## config.mk

```make
export PLATFORM = sky130hd
export DESIGN_NAME = router_liveness_ping_monitor
export DESIGN_NICKNAME = d
export VERILOG_FILES = /design/src/rlpm_pkg.sv /design/src/rlpm_unit.sv /design/src/router_liveness_ping_monitor.sv
export SDC_FILE = /design/constraint.sdc
export NUM_CORES = 2
export LEC_CHECK = 0
export BUFFER_PORTS_ARGS = -buffer_cell sky130_fd_sc_hd__buf_4
export CAP_MARGIN = 20
export CORE_ASPECT_RATIO = 0.5
export CORE_MARGIN = 3
export CORE_UTILIZATION = 55
export CTS_CLUSTER_SIZE = 24
export DETAILED_ROUTE_END_ITERATION = 6
export MAX_ROUTING_LAYER = met4
export PLACE_DENSITY_LB_ADDON = 0.25
export SLEW_MARGIN = 20
export SYNTH_ARGS = -nofsm -noshare
export SYNTH_HDL_FRONTEND = slang
export SYNTH_SLANG_ARGS = --single-unit
```

## constraint.sdc

```tcl
create_clock -name clk -period 12.9 [get_ports clk]
set_clock_uncertainty 0.2 [all_clocks]
set_input_delay 1.29 -clock clk [delete_from_list [all_inputs] [get_ports clk]]
set_output_delay 1.29 -clock clk [all_outputs]
set_load 0.02 [all_outputs]
```

## src/rlpm_pkg.sv

```systemverilog
// Package for the router liveness ping monitor.
// Holds widths, operation and result codes and the entry record type.
// No dependencies.
package rlpm_pkg;
	localparam int RouterCount = 16;
	localparam int IdxBits = 4;
	localparam int TimeBits = 32;

	localparam logic [2:0] OpTick = 3'd0;
	localparam logic [2:0] OpPingSent = 3'd1;
	localparam logic [2:0] OpPingReply = 3'd2;
	localparam logic [2:0] OpNotify = 3'd3;
	localparam logic [2:0] OpPresence = 3'd4;

	localparam logic [2:0] KindDone = 3'd0;
	localparam logic [2:0] KindNotify = 3'd1;
	localparam logic [2:0] KindPing = 3'd2;
	localparam logic [2:0] KindFuture = 3'd3;
	localparam logic [2:0] KindIgnored = 3'd4;

	localparam logic [2:0] RegLive = 3'd0;
	localparam logic [2:0] RegDead = 3'd1;
	localparam logic [2:0] RegTimeout = 3'd2;
	localparam logic [2:0] RegAutoDown = 3'd3;
	localparam logic [2:0] RegStartDown = 3'd4;

	typedef struct packed {
		logic present;
		logic alive;
		logic known;
		logic [TimeBits-1:0] news;
		logic [TimeBits-1:0] deadline;
		logic [TimeBits-1:0] last_ping;
		logic outstanding;
		logic [1:0] pending;
	} entry_t;

	// One result word headed for the output ports.
	typedef struct packed {
		logic valid;
		logic [2:0] kind;
		logic [IdxBits-1:0] router;
		logic alive;
		logic last;
	} res_t;
endpackage

```

## src/rlpm_unit.sv

```systemverilog
// Shared entry update unit: applies one step of an operation to one entry.
// Depends on rlpm_pkg.
module rlpm_unit (
	input logic [2:0] op,
	input logic [rlpm_pkg::TimeBits-1:0] now,
	input logic [rlpm_pkg::TimeBits-1:0] when_t,
	input logic alive_news,
	input logic from_driver,
	input logic status_ok,
	input logic [15:0] live_iv,
	input logic [15:0] dead_iv,
	input logic [15:0] timeout,
	input rlpm_pkg::entry_t ent_in,
	output rlpm_pkg::entry_t ent_out,
	output logic emit_notify,
	output logic notify_alive,
	output logic emit_ping
);
	localparam int TB = rlpm_pkg::TimeBits;
	rlpm_pkg::entry_t e;
	logic news_v, news_drv, news_alive;
	logic [TB-1:0] news_when, secs, dsum;
	logic [TB:0] sum;

	always_comb begin
		e = ent_in;
		emit_notify = 1'b0;
		notify_alive = 1'b0;
		emit_ping = 1'b0;
		news_v = 1'b0;
		news_drv = 1'b1;
		news_alive = 1'b0;
		news_when = now;
		secs = '0;
		sum = {1'b0, now} + {{(TB-15){1'b0}}, timeout};
		dsum = sum[TB] ? {TB{1'b1}} : sum[TB-1:0];
		// Decide which news this step carries.
		case (op)
			rlpm_pkg::OpTick: begin
				news_v = (e.deadline != '0) && (now > e.deadline);
			end
			rlpm_pkg::OpPingSent: begin
				e.outstanding = 1'b0;
				news_v = !status_ok;
			end
			rlpm_pkg::OpPingReply: begin
				news_v = 1'b1;
				news_alive = status_ok;
			end
			rlpm_pkg::OpNotify: begin
				news_v = 1'b1;
				news_drv = !from_driver;
				news_alive = alive_news;
				news_when = when_t;
			end
			default: news_v = 1'b0;
		endcase
		// Take the news unless it is stale or repeats the known state.
		if (news_v && news_when >= e.news) begin
			e.news = news_when;
			e.deadline = '0;
			if (!(e.known && e.alive == news_alive)) begin
				e.known = 1'b1;
				e.alive = news_alive;
				e.pending = {e.pending[1] | news_drv, 1'b1};
			end
		end
		// Flush the pending notification on tick and notify.
		if ((op == rlpm_pkg::OpTick || op == rlpm_pkg::OpNotify) && e.pending[0]) begin
			emit_notify = e.pending[1];
			notify_alive = e.alive;
			e.pending = 2'b00;
		end
		// Ping request once the interval has elapsed.
		if (op == rlpm_pkg::OpTick) begin
			secs = e.alive ? {{(TB-16){1'b0}}, live_iv} : {{(TB-16){1'b0}}, dead_iv};
			if (secs != '0 && !e.outstanding && now > e.last_ping
					&& (now - e.last_ping) > secs) begin
				emit_ping = 1'b1;
				e.outstanding = 1'b1;
				e.last_ping = now;
				if (e.deadline == '0) e.deadline = dsum;
			end
		end
		ent_out = e;
	end
endmodule

```

## src/router_liveness_ping_monitor.sv

```systemverilog
// Top level of the router liveness ping monitor: sequencer, entry table, ports.
// Depends on rlpm_pkg and rlpm_unit.
//
// Channel   | Handshake       | Words
// ----------+-----------------+---------------------------------------------
// input     | start / busy    | operation, router_index, times, flags
// result    | result_valid    | result_kind, result_router, result_alive, last
// config    | cfg_we          | cfg_index, cfg_data
//
// A tick walks all sixteen entries from entry 0 through the shared update unit,
// one entry per cycle, plus a StPing step for every ping request, plus a closing
// StDone step that gives the last word. Other items hold busy for one cycle,
// and their single word is registered from the StStep state.
// The entry table resets to absent entries. The receiver cannot stall.
module router_liveness_ping_monitor (
	input logic clk,
	input logic arst_n,
	input logic start,
	output logic busy,
	input logic [2:0] operation,
	input logic [3:0] router_index,
	input logic [31:0] now_seconds,
	input logic [31:0] when_seconds,
	input logic alive_news,
	input logic from_driver,
	input logic status_ok,
	input logic present_flag,
	input logic cfg_we,
	input logic [2:0] cfg_index,
	input logic [15:0] cfg_data,
	output logic result_valid,
	output logic [2:0] result_kind,
	output logic [3:0] result_router,
	output logic result_alive,
	output logic last_result
);
	localparam int IB = rlpm_pkg::IdxBits;
	localparam logic [2:0] StIdle = 3'd0;
	localparam logic [2:0] StStep = 3'd1;
	localparam logic [2:0] StPing = 3'd2;
	localparam logic [2:0] StDone = 3'd3;

	rlpm_pkg::entry_t tab_q [rlpm_pkg::RouterCount];
	logic [15:0] live_q, dead_q, tmo_q;
	logic autodown_q, startdown_q;
	logic [2:0] st_q, op_q;
	logic [IB-1:0] idx_q;
	logic [31:0] now_q, when_q;
	logic alive_q, drv_q, ok_q, pres_q;
	rlpm_pkg::res_t res_q, hold_q;
	rlpm_pkg::entry_t ent_out;
	logic emit_n, n_alive, emit_p;
	logic [2:0] st_d;
	rlpm_pkg::res_t res_d, hold_d;
	logic tab_we;
	rlpm_pkg::entry_t tab_d;
	logic [2:0] one_kind;
	logic one_alive, one_wr;
	rlpm_pkg::entry_t one_ent;
	logic last_idx;

	rlpm_unit u_unit (
		.op(op_q), .now(now_q), .when_t(when_q), .alive_news(alive_q),
		.from_driver(drv_q), .status_ok(ok_q), .live_iv(live_q), .dead_iv(dead_q),
		.timeout(tmo_q), .ent_in(tab_q[idx_q]), .ent_out(ent_out),
		.emit_notify(emit_n), .notify_alive(n_alive), .emit_ping(emit_p)
	);

	assign busy = (st_q != StIdle);
	assign result_valid = res_q.valid;
	assign result_kind = res_q.kind;
	assign result_router = res_q.router;
	assign result_alive = res_q.alive;
	assign last_result = res_q.last;
	assign last_idx = (idx_q == IB'(rlpm_pkg::RouterCount - 1));

	// Configuration registers.
	always_ff @(posedge clk or negedge arst_n) begin
		if (!arst_n) begin
			live_q <= '0; dead_q <= '0; tmo_q <= 16'd50;
			autodown_q <= 1'b1; startdown_q <= 1'b0;
		end else if (cfg_we) begin
			unique case (cfg_index)
				rlpm_pkg::RegLive: live_q <= cfg_data;
				rlpm_pkg::RegDead: dead_q <= cfg_data;
				rlpm_pkg::RegTimeout: tmo_q <= cfg_data;
				rlpm_pkg::RegAutoDown: autodown_q <= cfg_data[0];
				rlpm_pkg::RegStartDown: startdown_q <= cfg_data[0];
				default: ;
			endcase
		end
	end

	// Input capture and entry pointer. A tick always starts its walk at entry 0.
	always_ff @(posedge clk) begin
		if (start && !busy) begin
			op_q <= operation;
			idx_q <= (operation == rlpm_pkg::OpTick) ? {IB{1'b0}} : router_index;
			now_q <= now_seconds; when_q <= when_seconds;
			alive_q <= alive_news; drv_q <= from_driver;
			ok_q <= status_ok; pres_q <= present_flag;
		end else if (st_q == StStep && op_q == rlpm_pkg::OpTick
				&& !(tab_q[idx_q].present && emit_p)) begin
			idx_q <= idx_q + 1'b1;
		end else if (st_q == StPing) begin
			idx_q <= idx_q + 1'b1;
		end
	end

	// Result word and entry value of an item that addresses a single entry.
	always_comb begin
		one_kind = rlpm_pkg::KindIgnored;
		one_alive = 1'b0;
		one_wr = 1'b0;
		one_ent = ent_out;
		if (op_q == rlpm_pkg::OpPresence) begin
			one_kind = rlpm_pkg::KindDone;
			one_wr = !pres_q || !tab_q[idx_q].present;
			one_ent = '0;
			one_ent.present = pres_q;
			one_ent.alive = pres_q && !startdown_q;
		end else if (op_q == rlpm_pkg::OpNotify && when_q > now_q) begin
			one_kind = rlpm_pkg::KindFuture;
		end else if ((op_q == rlpm_pkg::OpNotify
				|| op_q == rlpm_pkg::OpPingSent
				|| op_q == rlpm_pkg::OpPingReply)
				&& tab_q[idx_q].present
				&& !(op_q == rlpm_pkg::OpNotify && drv_q && !alive_q && !autodown_q)) begin
			one_wr = 1'b1;
			one_kind = emit_n ? rlpm_pkg::KindNotify : rlpm_pkg::KindDone;
			one_alive = emit_n & n_alive;
		end
	end

	// Sequencer. During a tick the newest word is held back in hold_q, so that
	// the closing cycle can mark it as the last word of the item.
	always_comb begin
		st_d = st_q;
		res_d = '0;
		hold_d = hold_q;
		tab_we = 1'b0;
		tab_d = ent_out;
		unique case (st_q)
			StIdle: begin
				if (start) begin
					st_d = StStep;
					hold_d = '0;
				end
			end
			StStep: begin
				if (op_q == rlpm_pkg::OpTick) begin
					if (tab_q[idx_q].present) begin
						tab_we = 1'b1;
						if (emit_n) begin
							res_d = hold_q;
							hold_d = '{1'b1, rlpm_pkg::KindNotify, idx_q, n_alive, 1'b0};
						end
						if (emit_p) st_d = StPing;
					end
					if (!(tab_q[idx_q].present && emit_p) && last_idx)
						st_d = StDone;
				end else begin
					st_d = StIdle;
					res_d = '{1'b1, one_kind, idx_q, one_alive, 1'b1};
					tab_we = one_wr;
					tab_d = one_ent;
				end
			end
			StPing: begin
				// Ping request after any notify word of the same entry.
				res_d = hold_q;
				hold_d = '{1'b1, rlpm_pkg::KindPing, idx_q, 1'b0, 1'b0};
				st_d = last_idx ? StDone : StStep;
			end
			StDone: begin
				st_d = StIdle;
				if (hold_q.valid)
					res_d = '{1'b1, hold_q.kind, hold_q.router, hold_q.alive, 1'b1};
				else
					res_d = '{1'b1, rlpm_pkg::KindDone, {IB{1'b0}}, 1'b0, 1'b1};
			end
			default: st_d = StIdle;
		endcase
	end

	always_ff @(posedge clk or negedge arst_n) begin
		if (!arst_n) begin
			st_q <= StIdle;
			res_q <= '0;
			hold_q <= '0;
			for (int i = 0; i < rlpm_pkg::RouterCount; i++) tab_q[i] <= '0;
		end else begin
			st_q <= st_d;
			res_q <= res_d;
			hold_q <= hold_d;
			if (tab_we) tab_q[idx_q] <= tab_d;
		end
	end

	// The final word of an item appears once the sequencer is idle again.
	a_last_when_idle: assert property (@(posedge clk) disable iff (!arst_n)
		(result_valid && last_result) |-> (st_q == StIdle));
	// Words that are not final belong to a tick still in progress.
	a_more_when_busy: assert property (@(posedge clk) disable iff (!arst_n)
		(result_valid && !last_result) |-> busy);
	// Only defined result kinds leave the block.
	a_kind_range: assert property (@(posedge clk) disable iff (!arst_n)
		result_valid |-> (result_kind <= rlpm_pkg::KindIgnored));
	// The sequencer stays within its four states.
	a_state_range: assert property (@(posedge clk) disable iff (!arst_n)
		st_q <= StDone);
endmodule
```

==> out/results.txt <==
Yosys warns: 0
Ports: 109
Hold Violations, Final: 0
Reg2reg start: idx_q[1]
Syn-to-layout area delta: 9.69%
Commonest cells after routing, fill and taps aside: dfrtp_1, mux2_2, o2bb2ai_1, mux4_2, buf_4
Cell variety after synth: 82
CTS tree: yes
Largest net degree at the start of global routing: 208
Fin util: 61.1%
Port-buffer cells: 108
Row count: 101
GR Util met2: 47.9%
Final instance area: 93100 um2
Hold bufs inserted after CTS: 0
End of the worst register-to-register path: tab_q[1361]
Clock root buffer master: clkbuf_16
TNS Setup: 0 ns
Ys flop type: dfrtp_1
Clk_lat worst skew: 0.83 ns
Arr. time, crit path: 10.75 ns
Largest stage delay on the critical path: 0.81 ns
Final slew viol count: 0
Worst Hold End: tab_q[842]
Routed WL: 258 mm
Hold Crit Class: reg -> reg
Post-DP HPWL: 152 mm
First-pass GRT wire length: 384 mm
H-tree depth: 4
Required @ worst endpoint: 13.44 ns
WS Path Type: reg -> reg
Leading cell type in the layout, fill and taps excluded: dfrtp_1
Die height: 284 um
Critical path launch point type: register
Slew margin rel.: 22.2%
Synthesis-stage register bit count: 1777
Hold path start: tab_q[842]
Core area: 153000 um2
Routed vias/inst: 6.95
FILL cells: 11.3k
Grt met1 use: 45.0%
R2R Setup Slk: 2.68 ns
Routed Antenna Nets: 0
DIE WIDTH: 562 um
Drc violations: 0
Num CTS Buffers: 166
Avg Cell Area, Syn: 14.5 um2
Max FO, Critical Path: 58
Slowest CP cell: buf_4
Overall routing resource usage: 33.2%
Wire length per cell: 32.6 um
R2r worst-path depth: 26
Count of maximum capacitance violations: 0
Iteration-0 DRC Markers: 6134
Deepest clock path buffer count: 4
RSZ-0062 raised after global routing: false
Clock transition at the registers of the reported paths: 0.07 ns
# Post-CTS Setup Buffers: 0
Mapped Area: 84900 um2
1st-pass router iterations: 7
Final setup vio count: 0
Least-Margin Pin Slew: 1.17 ns
Layout cell share with drive strength beyond 1: 37.3%
Fin crit period: 10.22 ns
Outcome: complete, no violations
Via count: 55.1k
Die area: 159000 um2
Number of gates resized after cts: 0
Initial Util: 55.7%
Asr flop ratio synth: 95.8%
P per Cell Area: 172 nW/um2
Period utilisation layout: 79.2%
Post-DP Area: 87600 um2
Post-synthesis sequential area ratio: 52.8%
Leak Pwr: 42.6 nW
Syn Inst Count: 5852
CTS sink cnt: 1777
Initial antenna violation count: 6
Layout net count: 6015
Max Freq: 0.0979 GHz
Syn Nets: 6120
Max VDD drop: 0.159 mV
Cells on Worst Hold Path: 1
Crit. End Element: register
Met3 Use GR: 8.88%
GRT Max-Usage Layer: met2
Vias in the first global route: 57.7k
Overflow after GRT: 0
Critical Path Most Common Cell: a21oi_1
Post-synth EDFFs: 75
RD Place Congestion: 0.941
-- stage by stage --
| stage | hold slack [ns] | worst slack, ns | total power [W] | cells |
|---|---|---|---|---|
| after floorplan | 0.251 | 3.89 | 0.00947 | 5852 |
| after CTS | 0.285 | 2.43 | 0.0160 | 7920 |
| after detailed placement | 0.268 | 2.55 | 0.0110 | 7637 |
| final | 0.283 | 2.68 | 0.0160 | 7928 |
| after global routing | 0.292 | 2.22 | 0.0166 | 7926 |
| after global placement | 0.265 | 2.19 | 0.0109 | 7635 |
-- how the worst max path moves through the flow --
| stage | from | endpoint | slack [ns] |
|---|---|---|---|
| floorplan | idx_q[1] | tab_q[1055] | 3.89 |
| global placement | idx_q[0] | tab_q[341] | 2.19 |
| global route | idx_q[0] | tab_q[1157] | 2.22 |
| detailed placement | idx_q[0] | tab_q[1551] | 2.55 |
| CTS | idx_q[0] | tab_q[1143] | 2.43 |
| finish | idx_q[1] | tab_q[1361] | 2.68 |
-- area by class of cell --
class,count,area [um2],share of cell area (%)
Multi-Input combinational cell,3404,37600,40.4
Tap cell,2060,2580,2.77
Clock inverter,44,518,0.556
Timing Repair Buffer,242,2040,2.20
Clock buffer,239,4910,5.27
Sequential cell,1777,44800,48.2
Antenna cell,6,15.0,0.0161
Inverter,156,586,0.629
-- sequential cells by signal, summed over array words and instances, names as in the netlist, 2 cells and up --
name / flops
tmo_q: 16
hold_q: 8
st_q: 2
op_q: 3
when_q: 32
tab_q: 1632
idx_q: 4
now_q: 32
dead_q: 16
live_q: 16
result_kind: 3
result_router: 4
-- metal layers --
layer	wire length, um	vias to the layer above
met5	0	-
met4	11800	0
met3	25300	635
met2	116000	2891
met1	105000	29400
li1	-	22200
-- critical path, delay by kind of cell (launching register included) --
| family | cells | cell delay, ns |
|---|---|---|
| AO/OA/AOI/OAI | 8 | 2.66 |
| multiplexers | 5 | 2.24 |
| buffers and inverters | 3 | 1.27 |
| adder cells (fa/ha/maj) | 2 | 0.44 |
| flip-flops | 1 | 0.73 |
| AND/OR/NAND/NOR | 8 | 2.41 |
-- synthesized netlist by cell type, types with 13 or more instances --
library cell | count | area share [%]
edfxtp_1 | 75 | 2.7
inv_1 | 155 | 0.69
buf_1 | 37 | 0.16
buf_6 | 14 | 0.19
dfrtp_1 | 1698 | 50
a22o_1 | 131 | 1.4
and3_1 | 29 | 0.21
nand2_1 | 124 | 0.55
nor2b_1 | 13 | 0.096
mux4_2 | 477 | 13
clkbuf_1 | 314 | 1.4
nor3_1 | 27 | 0.16
xor2_1 | 15 | 0.15
nand3_1 | 41 | 0.24
mux2i_1 | 33 | 0.39
nand4_1 | 37 | 0.27
ha_1 | 168 | 2.5
o2bb2ai_1 | 537 | 5.5
o21ai_0 | 59 | 0.35
a21oi_1 | 132 | 0.78
a22oi_1 | 40 | 0.35
a21o_1 | 32 | 0.28
o22ai_2 | 27 | 0.40
nor2_1 | 150 | 0.66
nor4_1 | 23 | 0.17
buf_2 | 144 | 0.85
mux2_2 | 1062 | 14
o21a_1 | 18 | 0.16
xnor2_1 | 27 | 0.28
mux2i_2 | 25 | 0.41
-- power by group --
| group | internal [W] | switching [W] |
|---|---|---|
| clock network | 0.00284 | 0.00217 |
| logic | 0.00170 | 0.00281 |
| registers | 0.00615 | 0.000324 |
-- logic make-up after synthesis --
logic type	share of synthesized area [%]
flip-flops	52.8
multiplexers	27.5
AO/OA/AOI/OAI	10.6
buffers and inverters	3.33
AND/OR/NAND/NOR	2.76
adder cells (fa/ha/maj)	2.52
XOR/XNOR	0.433
(Power assumes the default switching activity.)
